===== config.mk =====
export PLATFORM = sky130hd
export DESIGN_NAME = rmq_sqrt
export DESIGN_NICKNAME = d
export VERILOG_FILES = /design/src/rtl/rmq_pkg.sv /design/src/rtl/rmq_sqrt.sv
export SDC_FILE = /design/constraint.sdc
export NUM_CORES = 2
export LEC_CHECK = 0
export ABC_AREA = 1
export ABC_CLOCK_PERIOD_IN_PS = 4870
export BUFFER_PORTS_ARGS = -buffer_cell sky130_fd_sc_hd__buf_2
export CORE_UTILIZATION = 40
export CTS_BUF_LIST = sky130_fd_sc_hd__clkbuf_4 sky130_fd_sc_hd__clkbuf_8
export CTS_CLUSTER_DIAMETER = 30
export DETAILED_ROUTE_END_ITERATION = 16
export GPL_TIMING_DRIVEN = 0
export HOLD_SLACK_MARGIN = 0.02
export PLACE_DENSITY = 0.62
export RECOVER_POWER = 25
export SLEW_MARGIN = 0
export SYNTH_ARGS = -nofsm -noshare
export SYNTH_HDL_FRONTEND = slang
export SYNTH_SLANG_ARGS = --single-unit
export TNS_END_PERCENT = 20

===== constraint.sdc =====
create_clock -name clk -period 4.87 [get_ports clk]
set_clock_uncertainty 0.15 [all_clocks]
set_input_delay 0.2435 -clock clk [delete_from_list [all_inputs] [get_ports clk]]
set_output_delay 0.2435 -clock clk [all_outputs]
set_load 0.1 [all_outputs]

===== src/rtl/rmq_pkg.sv =====
package rmq_pkg;

  localparam int ElemW = 32;
  localparam int NumW = 33;
  localparam int TraceW = 34;
  localparam int ArgW = 35;
  localparam int SqrtLat = 32;
  localparam int DivLat = 35;
  localparam int Latency = 3 + SqrtLat + DivLat + 1;

  localparam logic [1:0] BR_TRACE = 2'd0;
  localparam logic [1:0] BR_AX = 2'd1;
  localparam logic [1:0] BR_BY = 2'd2;
  localparam logic [1:0] BR_CZ = 2'd3;

  localparam logic signed [35:0] ONE_Q30 = 36'sd1073741824;

  typedef logic signed [ElemW-1:0] elem_t;
  typedef logic signed [NumW-1:0] num_t;

endpackage


===== src/rtl/rmq_sqrt.sv =====
module rmq_sqrt (
  input  logic                        clk,
  input  logic [rmq_pkg::ArgW-1:0]    arg,
  output logic [31:0]                 root
);

  logic [35:0] rem_q  [0:32];
  logic [31:0] root_q [0:32];
  logic [63:0] rad_q  [0:32];

  assign rem_q[0]  = '0;
  assign root_q[0] = '0;
  assign rad_q[0]  = {1'b0, arg, 28'b0};

  for (genvar k = 0; k < 32; k++) begin : g_step
    logic [35:0] r2;
    logic [35:0] trial;
    logic        ge;

    assign r2    = {rem_q[k][33:0], rad_q[k][63:62]};
    assign trial = {2'b00, root_q[k], 2'b01};
    assign ge    = r2 >= trial;

    always_ff @(posedge clk) begin
      if (ge) begin
        rem_q[k+1]  <= r2 - trial;
        root_q[k+1] <= {root_q[k][30:0], 1'b1};
      end else begin
        rem_q[k+1]  <= r2;
        root_q[k+1] <= {root_q[k][30:0], 1'b0};
      end
      rad_q[k+1] <= {rad_q[k][61:0], 2'b00};
    end
  end

  assign root = root_q[32];

endmodule


-- Word-level counts from Yosys, hierarchy flattened
Cells that the tools add are included.
- muxes and demuxes: 63
- order comparisons: 32
- add/subtract/negate cells: 31
- operator list (cell ; count):
    two-way mux 34 bit ; 30
    >= comparator 36 x 10 -> 1 bit ; 1
    >= comparator 36 x 11 -> 1 bit ; 1
    >= comparator 36 x 12 -> 1 bit ; 1
    >= comparator 36 x 13 -> 1 bit ; 1
    >= comparator 36 x 14 -> 1 bit ; 1
    >= comparator 36 x 15 -> 1 bit ; 1
    >= comparator 36 x 16 -> 1 bit ; 1
    >= comparator 36 x 17 -> 1 bit ; 1
    >= comparator 36 x 18 -> 1 bit ; 1
    >= comparator 36 x 19 -> 1 bit ; 1
    >= comparator 36 x 20 -> 1 bit ; 1
    >= comparator 36 x 21 -> 1 bit ; 1
    >= comparator 36 x 22 -> 1 bit ; 1
    >= comparator 36 x 23 -> 1 bit ; 1
    >= comparator 36 x 24 -> 1 bit ; 1
    >= comparator 36 x 25 -> 1 bit ; 1
    >= comparator 36 x 26 -> 1 bit ; 1
    >= comparator 36 x 27 -> 1 bit ; 1
    >= comparator 36 x 28 -> 1 bit ; 1
    >= comparator 36 x 29 -> 1 bit ; 1
    >= comparator 36 x 3 -> 1 bit ; 1
    >= comparator 36 x 30 -> 1 bit ; 1
    >= comparator 36 x 31 -> 1 bit ; 1
    41 further kinds ; 73
- bits in registers: 1856
- output and inout port bits: 32

-- Longest topological paths before layout
- word-level depth: 2
- mapped depth: 16
- gate-level depth less buffers: 16

-- Worst setup path before layout
OpenSTA, ideal clock, no wires.
- kind: register to register
- start point: register rem_q (netlist bit g_step[20].r2[2])
- end point: register rem_q (netlist bit g_step[21].r2[21])
- period minus slack after synthesis: 2.201 ns
- stages on the path, launching flop included: 14
- arrival: 1.938 ns
- data required time: 4.607 ns
- setup slack: 2.669 ns
- path buffers: 1
- path through: dfxtp_1 ha_1 fa_1 nand3_1 nor2_1 nand2_1 nand3_2 nand2_1 nand2_1 nand2_2 nand2_2 buf_4 nand3_1 nand2_1
- longest elaborated chain between the ends: 2
- elaborated cells on any way between the ends: 3
- those cells by class: 1 x add/sub; 1 x order compare; 1 x mux
- RTL lines (item ; RTL line ; RTL):
    start: declaration ; rmq_sqrt.sv:7 ; logic [35:0] rem_q [0:32];
    start signal: indexed assignment ; rmq_sqrt.sv:26 ; rem_q[k+1] <= r2 - trial;
    start signal: indexed assignment ; rmq_sqrt.sv:29 ; rem_q[k+1] <= r2;
    subtractor 34 x 22 -> 34 bit / >= comparator 36 x 22 -> 1 bit (equally long branches) ; rmq_sqrt.sv:26, rmq_sqrt.sv:22 ;
    two-way mux 34 bit (*) ; rmq_sqrt.sv:25 ; if (ge) begin
Every way passes the cells marked *; elsewhere a longest branch is shown, timed or not.
A chain may end at the register's enable or synchronous reset.

-- Worst setup path in the final report
- start point: register rem_q (netlist bit g_step[21].r2[2])
- end point: register rem_q (netlist bit g_step[22].r2[22])
- longest elaborated chain between the ends: 2
- elaborated cells on any way between the ends: 3
- those cells by class: 1 x add/sub; 1 x order compare; 1 x mux
- RTL lines (item ; RTL line):
    subtractor 34 x 23 -> 34 bit / >= comparator 36 x 23 -> 1 bit (equally long branches) ; rmq_sqrt.sv:26, rmq_sqrt.sv:22
    two-way mux 34 bit (*) ; rmq_sqrt.sv:25
Marks and branches as above.

==> metrics.csv <==
metric,value,unit
outcome,finished clean,
cellLeakagePower,60.3,nW
globalRouteTotalUtil,23.3,%
first_global_vias,83900,
post_synth_main_area_contributors,"dfxtp_1, nand2_1, inv_1, ha_1, nor2_1",
post_cts.repair.setup_buffers,0,
drc,0,
placeableCoreArea,241000,um^2
end_kind,register,
multi_input_comb_area,49700,um^2
setup_viol_count_final,0,
post_cts_clock_slew_at_the_launch_and_capture_registers_of_the_worst_setup_and_hold_paths,0.07,ns
placement.cell_area,101000,um^2
rows,180,
synth.cells.most_frequent,"nand2_1, inv_1, dfxtp_1",
antenna_left,0,
stdcell_count,18700,
post_synth_inst_count,14800,
detailed_route_vias_per_instance,4.77,
synth_enable_flop_cells,0,
cts_sinks,1819,
maximum_number_of_pins_on_one_net_before_global_route_repair,21,
post-synth-top-area-cell,dfxtp_1,
worst-slew-pin-transition,0.865,ns
critical_path_max_stage_delay,0.42,ns
drt_pre_antenna_iters,9,
synth_seq_cells,1819,
clk_root_buffer_cell,clkbuf_8,
dp.cells,18000,
drive_above_1_share,6.50,%
cts_inserted_buffers,368,
tns,0,ns
period_minus_slack,2.85,ns
synthesized_cell_area,97100,um^2
synth_top_cell_area_share,37.5,%
synth_area_per_cell,6.58,um^2
worstSkewPairLatency,1.13,ns
final.fill_count,25300,
max_freq,351,MHz
sequential_cell_area,36400,um^2
die_area,245000,um^2
initial_antenna_violation_count,6,
number_of_vias_after_detailed_routing,89200,
rsz_0062_raised_after_global_routing,no,
mappedNetlistNets,15300,
fin_worst_hold_slack,0.132,ns
cp_data_arrival_time,3.60,ns
synth_cell_type_count,56,
start_util,40.3,%
path_max_fanout,10,
worstPathRequired,5.63,ns
wl_per_cell,15.5,um
nets,15800,
io_buffers,67,
die_width,495,um
initialDrtViolationCount,6656,
worst_slew_margin_rel,41.9,%
timing.max_cap.violations,0,
global_route_wire_length_before_repair,451,mm
placed_wire_length_estimate_after_detailed_placement,240,mm
power-per-cell-area,477,nW/um^2
design_area,111000,um^2
asyncSetResetFlopFracSynth,0,%
synthFlopType,dfxtp_1,
timing.final.max_slew_violations,0,
yosys.cell_count.top_type,nand2_1,
num_io_pins,68,
critical_path.startpoint_type,register,
die_height,495,um
cts_max_path_buffers,4,
synth_seq_area_share,37.5,%
path_class,reg -> reg,
gp_congestion,0.961,
layout-area-overhead-vs-synth,13.8,%
ys_warn_count,0,
tritoncts,done,
layout_worst_path_cycle_share,58.4,%
routed_wl,290,mm
path_cells,ha_1 -> fa_1 -> nand3_1 -> nor2_1 -> nand2_1 -> nand3_1 -> nand2_1 -> nand2_1 -> nand2_1 -> nand2_2 -> buf_4 -> nand3_1 -> nand2_1,
vdd.ir_drop.worst,0.373,mV
htree_levels,5,
hold_class,in -> reg,
gr_overflow_total,0,
critPathMostFrequentCell,nand2_1,
final_hold_viol_count,0,
timing.critical_path.slowest_stage_cell,fa_1,
## per-stage QoR
step,utilization (%),setup slack [ns],power [W]
3_5_place_dp,42.1,2.03,0.0353
6_report,45.9,2.02,0.0527
3_3_place_gp,42.1,2.01,0.0353
2_1_floorplan,-,2.67,0.0301
4_1_cts,45.9,2.02,0.0530
5_1_grt,45.9,1.79,0.0561
## layout make-up
type	instances	area share, %
Buffer	124	0.815
Clock buffer	466	5.54
Sequential cell	1819	32.9
Antenna cell	4	0.00905
Clock inverter	173	2.04
Tap cell	3185	3.60
Timing Repair Buffer	138	0.946
Multi-Input combinational cell	10100	45.0
Inverter	2685	9.13
## metal layers
metal | routed length (um) | share of wire, % | GRT usage [%] | vias to the layer above
met5 | 8 | 0.0028 | 0 | -
met4 | 8650 | 3.0 | 7.57 | 2
met3 | 15300 | 5.3 | 2.84 | 522
met2 | 135000 | 47 | 39.8 | 2371
met1 | 131000 | 45 | 30.2 | 39800
li1 | - | - | - | 46500
## kinds of logic after synthesis
kind of cell | Yosys count | share of synthesized area, %
simple gates | 8117 | 34.6
buf+inv | 2809 | 11.3
xor+xnor | 419 | 3.78
other cells | 1 | 0.00386
compound gates | 1042 | 5.68
flops | 1819 | 37.5
fa+ha+maj | 546 | 7.13
## final timing paths
kind,startpoint,endpoint,slack (ns),depth (start not counted)
max reg2reg,g_step[21].r2[2],g_step[22].r2[22],2.02,13
min,arg[24],rad_q[2038],0.13,3
max,g_step[21].r2[2],g_step[22].r2[22],2.02,13
min reg2reg,rad_q[1774],rad_q[1712],0.15,0
## critical path, delay by kind of cell (launching register included)
family,cells,cell delay [ns]
buffers and inverters,1,0.27
and+or+nand+nor,10,1.24
adders and majority gates,2,0.69
DFF,1,0.35
## registers in the layout (all words and copies together) (netlist names)
signal	count
root	32
g_step.trial	496
g_step.r2	1019
rad_q	272
## cell usage in the layout (no fill, tap or decap), drive strengths merged, types with 2 or more instances in the layout
| cell type | n |
|---|---|
| bufinv | 42 |
| dlygate4sd3 | 71 |
| fa | 13 |
| buf | 191 |
| nor4 | 21 |
| diode | 4 |
| nand2 | 5154 |
| nor3b | 9 |
| a21o | 9 |
| nand3 | 835 |
| nor2 | 1363 |
| nand4 | 223 |
| xor2 | 262 |
| o21ai | 403 |
| o2111ai | 2 |
| dfxtp | 1819 |
| nor3 | 254 |
| a211oi | 2 |
| o21a | 4 |
| nand3b | 126 |
| a21boi | 9 |
| o211ai | 14 |
| and3 | 17 |
| and2 | 63 |
| inv | 2717 |
| a21oi | 572 |
| clkbuf | 466 |
| clkinvlp | 35 |
| o21bai | 25 |
| ha | 533 |
| clkinv | 64 |
| xnor2 | 157 |
| or2 | 49 |
## repair_timing
| action | 4_1_cts | 5_1_grt |
|---|---|---|
| hold buffers | 71 | 0 |
| hold endpoints to repair | 35 | 0 |
| resized for setup | 0 | 0 |
## power breakdown
| part | internal (W) | switching (W) | total (W) |
|---|---|---|---|
| logic | 0.00479 | 0.0101 | 0.0149 |
| registers | 0.0177 | 0.00268 | 0.0204 |
| clock network | 0.0106 | 0.00682 | 0.0174 |
(Power assumes the default switching activity.)
