<file path="src/rtl/rmq_pkg.sv">
package rmq_pkg;

  localparam int ElemW = 32;
  localparam int NumW = 33;
  localparam int TraceW = 34;
  localparam int ArgW = 35;
  localparam int SqrtLat = 32;
  localparam int DivLat = 35;
  localparam int Latency = 3 + SqrtLat + DivLat + 1;

  localparam logic [1:0] BR_TRACE = 2'd0;
  localparam logic [1:0] BR_AX = 2'd1;
  localparam logic [1:0] BR_BY = 2'd2;
  localparam logic [1:0] BR_CZ = 2'd3;

  localparam logic signed [35:0] ONE_Q30 = 36'sd1073741824;

  typedef logic signed [ElemW-1:0] elem_t;
  typedef logic signed [NumW-1:0] num_t;

endpackage

</file>
<file path="src/rtl/rmq_div.sv">
module rmq_div (
  input  logic                clk,
  input  rmq_pkg::num_t       num,
  input  logic [31:0]         divisor,
  output rmq_pkg::elem_t      quot
);

  logic [32:0] mag;
  logic        ovf_in;

  logic        neg_q [0:33];
  logic        ovf_q [0:33];
  logic [31:0] rem_q [0:33];
  logic [32:0] dbit_q [0:33];
  logic [31:0] dv_q  [0:33];
  logic [32:0] quo_q [0:33];

  assign mag    = num[32] ? 33'(-num) : 33'(num);
  assign ovf_in = {4'b0, mag} >= {divisor, 5'b0};

  always_ff @(posedge clk) begin
    neg_q[0]  <= num[32];
    ovf_q[0]  <= ovf_in;
    rem_q[0]  <= {4'b0, mag[32:5]};
    dbit_q[0] <= {mag[4:0], 28'b0};
    dv_q[0]   <= divisor;
    quo_q[0]  <= '0;
  end

  for (genvar k = 0; k < 33; k++) begin : g_step
    logic [32:0] r2;
    logic [32:0] diff;
    logic        ge;

    assign r2   = {rem_q[k], dbit_q[k][32]};
    assign ge   = r2 >= {1'b0, dv_q[k]};
    assign diff = r2 - {1'b0, dv_q[k]};

    always_ff @(posedge clk) begin
      rem_q[k+1]  <= ge ? diff[31:0] : r2[31:0];
      quo_q[k+1]  <= {quo_q[k][31:0], ge};
      dbit_q[k+1] <= {dbit_q[k][31:0], 1'b0};
      dv_q[k+1]   <= dv_q[k];
      neg_q[k+1]  <= neg_q[k];
      ovf_q[k+1]  <= ovf_q[k];
    end
  end

  always_ff @(posedge clk) begin
    if (neg_q[33]) begin
      if (ovf_q[33] || quo_q[33] > 33'h080000000) begin
        quot <= 32'sh80000000;
      end else begin
        quot <= -$signed(quo_q[33][31:0]);
      end
    end else begin
      if (ovf_q[33] || quo_q[33] > 33'h07FFFFFFF) begin
        quot <= 32'sh7FFFFFFF;
      end else begin
        quot <= $signed(quo_q[33][31:0]);
      end
    end
  end

endmodule

</file>
<file path="config.mk">
export PLATFORM = sky130hd
export DESIGN_NAME = rmq_div
export DESIGN_NICKNAME = d
export VERILOG_FILES = /design/src/rtl/rmq_pkg.sv /design/src/rtl/rmq_div.sv
export SDC_FILE = /design/constraint.sdc
export NUM_CORES = 2
export LEC_CHECK = 0
export BUFFER_PORTS_ARGS = -buffer_cell sky130_fd_sc_hd__buf_2
export CAP_MARGIN = 20
export CORE_MARGIN = 5
export CORE_UTILIZATION = 59
export CTS_CLUSTER_DIAMETER = 100
export CTS_CLUSTER_SIZE = 14
export DETAILED_ROUTE_END_ITERATION = 10
export GPL_TIMING_DRIVEN = 0
export PLACE_DENSITY = 0.72
export SETUP_SLACK_MARGIN = 0.4
export SYNTH_ARGS = -nofsm -noshare
export SYNTH_HDL_FRONTEND = slang
export SYNTH_MEMORY_MAX_BITS = 65536
export SYNTH_SLANG_ARGS = --single-unit
</file>
<file path="constraint.sdc">
create_clock -name clk -period 6.6 [get_ports clk]
set_clock_uncertainty 0.2 [all_clocks]
set_input_delay 0.99 -clock clk [delete_from_list [all_inputs] [get_ports clk]]
set_output_delay 0.99 -clock clk [all_outputs]
set_load 0.005 [all_outputs]
</file>
---- Yosys cells after proc, flatten, opt, wreduce, memory -nomap -nowiden ----
Memories as Yosys holds them, arrays and structs flattened.
Index checks and enable logic that the tools add are counted.
W data, S select, Z words.
storage, ports and cells
  input port bits ......................... 66
  memories ................................ 6
  bits in registers ....................... 32
  RAM bits ................................ 4454
  word-level logic and storage cells ...... 117
  output and inout bits ................... 32
memory list
  memory  words  width  read ports  clocked after memory_dff  write ports  line           source
  quo_q   34     33     34          0                         34           rmq_div.sv:16  logic [32:0] quo_q [0:33];
  dbit_q  34     32     33          0                         34           rmq_div.sv:14  logic [32:0] dbit_q [0:33];
  dv_q    34     32     33          0                         34           rmq_div.sv:15  logic [31:0] dv_q [0:33];
  rem_q   34     32     33          0                         34           rmq_div.sv:13  logic [31:0] rem_q [0:33];
  neg_q   34     1      34          0                         34           rmq_div.sv:11  logic neg_q [0:33];
  ovf_q   34     1      34          0                         34           rmq_div.sv:12  logic ovf_q [0:33];
cells by class
  muxes and demuxes ....................... 37
  magnitude comparators ................... 36
  add/subtract/negate cells ............... 35
  reduce and logical (&&, ||, !) cells .... 2
operator list
  cell                    number
  $mux W32                36
  $ge A33 B32 Y1          33
  $sub A32 B32 Y32        33
  $ge A33 B37 Y1          1
  $gt A33 B31 Y1 const B  1
  $gt A33 B32 Y1 const B  1
  $mux W33                1
  $neg A33 Y33            1
  $neg A32 Y32            1
  $logic_or A1 B1 Y1      2

---- Depth between registers and ports, before layout ----
An unclocked memory read counts as a cell.
  word-level depth ........................ 5
  gate-level depth with buffers ........... 21
  mapped depth without buffers ............ 21

---- Worst setup path after synthesis ----
OpenSTA, ideal clock, no wires.
  kind .................................... input-to-reg
  start ................................... in num[1]
  end ..................................... mem ovf_q[0]
  data arrival time ....................... 4.834 ns
  path buffers ............................ 0
  library setup time ...................... 0.116 ns
  slack ................................... 1.450 ns
  stages .................................. 17
  data required time ...................... 6.284 ns
  cells stage by stage .................... inv_1 -> ha_1 -> nand3b_1 -> or2_1 -> or4_4 -> or4_1 -> or4_4 -> nand2b_4 -> or4_4 -> o41ai_2 -> xnor2_1 -> ha_1 -> a21o_1 -> a21o_1 -> a21oi_1 -> and3b_1 -> a21oi_1
RTL lines
  item         line           source
  from (decl)  rmq_div.sv:3   input rmq_pkg::num_t num,
  to (decl)    rmq_div.sv:12

==> run_results.csv <==
group,metric,value,unit
critical_path,cp.arrival,5.99,ns
finish,syn_to_final_growth,8.14,%
sta,grt_setup_unrepaired,"false",
critical_path,worstSetupPathType,"reg -> reg",
synth,synth_cells,13112,
sta,max_slew_margin,23.7,%
critical_path,cp.required,7.12,ns
grt,grt_pass1_vias,90615,
grt,grt_max_degree,19,
drt,drt_first_pass_iters,8,
sta,finalSetupTns,0,ns
critical_path,critPathMaxStageDelay,0.86,ns
critical_path,critical_path.max_fanout,10,
clocking,clk_pin_slew,0.07,ns
drt,post_drt_wl_per_cell,19.2,µm
sta,slew_violations,0,
sta,max_freq,183,MHz
placed_design,dp_hpwl,246000,µm
synth,async_flop_share,0,%
synth,avgSynthCellArea,9.40,µm²
grt,grt_pass1_wl,492000,µm
drt,first_iter_violations,7893,
clocking,cts_root_buf,"clkbuf_16",
synth,synth_edf_count,0,
critical_path,cp-end-kind,"flop",
power,peakVddDrop,0.318,mV
sta,holdWs,0.0708,ns
die,die-area,218000,µm²
synth,synth_fp_nets,14293,
power,p_per_area,557,nW/µm²
clocking,numCtsBuffers,217,
clocking,clockBufferDepth,3,
synth,yosys.area.top_type,"dfxtp_1",
sta,setup_violations,0,
clocking,cts.sinks,2784,
finish,regArea,55700,µm²
die,die_h,467,µm
clocking,cts_max_level,4,
synth,yosys-top-cells-area,"dfxtp_1 (45%), ha_1 (11%), a21oi_1 (4.5%)",
grt,grt_remaining_overflow,0,
die,ios,98,
placed_design,place_inst,16004,
finish,multiInputGateArea,61200,µm²
finish,fillerInstances,17203,
run_status,status,"complete, no violations",
drt,wl,313000,µm
critical_path,crit_path_start_kind,"flop",
sta,period_minus_slack,5.47,ns
synth,yosysSeqAreaShare,45.2,%
placed_design,portBuffers,97,
synth,ys_seq_elements,2784,
die,die_w,467,µm
min_path,hold_path.class,"in -> reg",
drt,ant_nets,0,
clocking,cts_tree,"built",
sta,worst_slew_pin_slew,1.13,ns
die,start_util,59.4,%
die,core-area,207000,µm²
synth,ys_warn_count,0,
clocking,clk_latency,0.86,ns
job,drv_cap,0,
grt,grt_usage,27.9,%
grt,antenna_found_initial,7,
die,rows,167,
finish,layout-drive-gt1-share,6.20,%
power,p_leak,61.6,nW
critical_path,slowest_stage,"o311ai_2",
synth,ys_types,91,
critical_path,path_cells,"inv_1 -> ha_1 -> and2_1 -> nand3_1 -> a211oi_1 -> o41a_1 -> o2111ai_1 -> and4_1 -> a211oi_1 -> o21ai_0 -> o311ai_2 -> clkbuf_1 -> o21ai_0 -> o21a_1",
synth,synth.top_cell.area_share,45.2,%
drt,vias,93285,
finish,stdcell_count,16257,
sta,final.period_utilization,82.9,%
synth,synthFlopType,"dfxtp_1",
synth,syn_area,123000,µm²
finish,post-route-util,64.2,%
drt,viasPerCell,5.74,
finish,fin_nets,14623,
drt,drc_errors,0,
sta,finalHoldViolCount,0,
placed_design,place.gp.congestion,0.976,
placed cells by master, fill, tap and decap left out, types with 41 or more instances in the layout:
cell type	count
dfxtp_1	2784
inv_1	1363
a21oi_1	1098
ha_1	1083
nand2_1	907
o21ai_0	864
nor2_1	710
xnor2_1	514
a21o_1	489
mux2_2	376
xor2_1	368
clkbuf_1	267
clkbuf_16	217
nand3_1	182
nand2b_1	166
nand4_1	162
nor2b_1	160
nor3_1	160
o21a_1	148
buf_2	116
o21bai_1	109
and3_1	95
a31oi_1	94
o31ai_1	92
a211oi_1	82
and2_1	53
o211ai_1	52
o31a_1	43
nor4_1	41
cells by family after synthesis:
logic type | synth area share (%)
multiplexers | 3.62
XOR/XNOR | 6.27
adder cells (fa/ha/maj) | 11.5
AO/OA/AOI/OAI | 17.5
flip-flops | 45.2
buffers and inverters | 5.08
AND/OR/NAND/NOR | 10.8
metrics by stage:
step	total power [mW]	instance area (µm²)	setup slack [ns]
6_report	74.2	133000	1.13
3_5_place_dp	61.9	127000	0.915
3_3_place_gp	61.2	127000	0.0845
5_1_grt	79.6	133000	0.877
2_1_floorplan	52.1	123000	1.45
4_1_cts	74.0	133000	0.870
power by group:
part | switching (mW) | total, mW | internal [mW]
clock | 5.81 | 11.7 | 5.88
sequential | 3.22 | 25.5 | 22.3
combinational | 21.3 | 37.0 | 15.7
cell usage after synthesis (all sizes together) (83+ instances only):
cell type and n:
o31ai 93, a21oi 1098, nand4 162, dfxtp 2784
a31oi 94, nand2 907, a21o 489, o21a 148
mux2 376, xor2 368, clkbuf 266, ha 1083
xnor2 514, a211oi 83, nand2b 167, inv 1363
o21bai 109, nor2b 160, o21ai 872, nand3 182
nor3 163, and3 95, nor2 710
path summary, 6_finish.rpt:
check	slack (ns)	end	cells past startpoint	from
worst max-delay path	1.13	rem_q[7][4]	14	dv_q[6][7]
worst min-delay path	0.07	dv_q[0][18]	1	divisor[18]
worst max register to register	1.13	rem_q[7][4]	14	dv_q[6][7]
worst min register to register	0.11	quo_q[18][1]	0	quo_q[17][0]
sequential cells by signal, summed over array words and instances (netlist names):
name	count
rem_q	1052
neg_q	34
quo_q	561
dbit_q	15
dv_q	1056
ovf_q	34
quot	32
repair_timing:
| item | 4_1_cts | 5_1_grt |
|---|---|---|
| resized for setup | 0 | 0 |
| hold buffers | 6 | 0 |
| setup buffers | 0 | 0 |
| hold endpoints to repair | 6 | 0 |
critical path, delay by kind of cell, from the launching register on:
kind | cells | cell delay, ns
DFF | 1 | 0.37
AOI/OAI and AO/OA | 8 | 3.00
and+or+nand+nor | 3 | 0.68
buffers and inverters | 2 | 0.72
adders and majority gates | 1 | 0.37
final cells by class:
type | instances | share of cell area (%)
Tap cell | 2788 | 2.62
Timing Repair Buffer | 111 | 0.454
Clock buffer | 219 | 4.09
Sequential cell | 2784 | 41.8
Inverter | 1363 | 3.84
Antenna cell | 10 | 0.0188
Clock inverter | 17 | 0.319
Multi-Input combinational cell | 8666 | 46.0
Buffer | 299 | 0.858
layer usage:
| metal | part of all wire, % | vias up | track usage, % | wire, µm |
|---|---|---|---|---|
| li1 | - | 45742 | - | - |
| met1 | 46 | 44098 | 39.0 | 145000 |
| met2 | 44 | 2876 | 44.4 | 137000 |
| met3 | 6.1 | 567 | 4.00 | 19100 |
| met4 | 3.5 | 2 | 9.46 | 11100 |
| met5 | 0.0042 | - | 0 | 13 |
No activity file was read; power rests on OpenSTA's default activity.
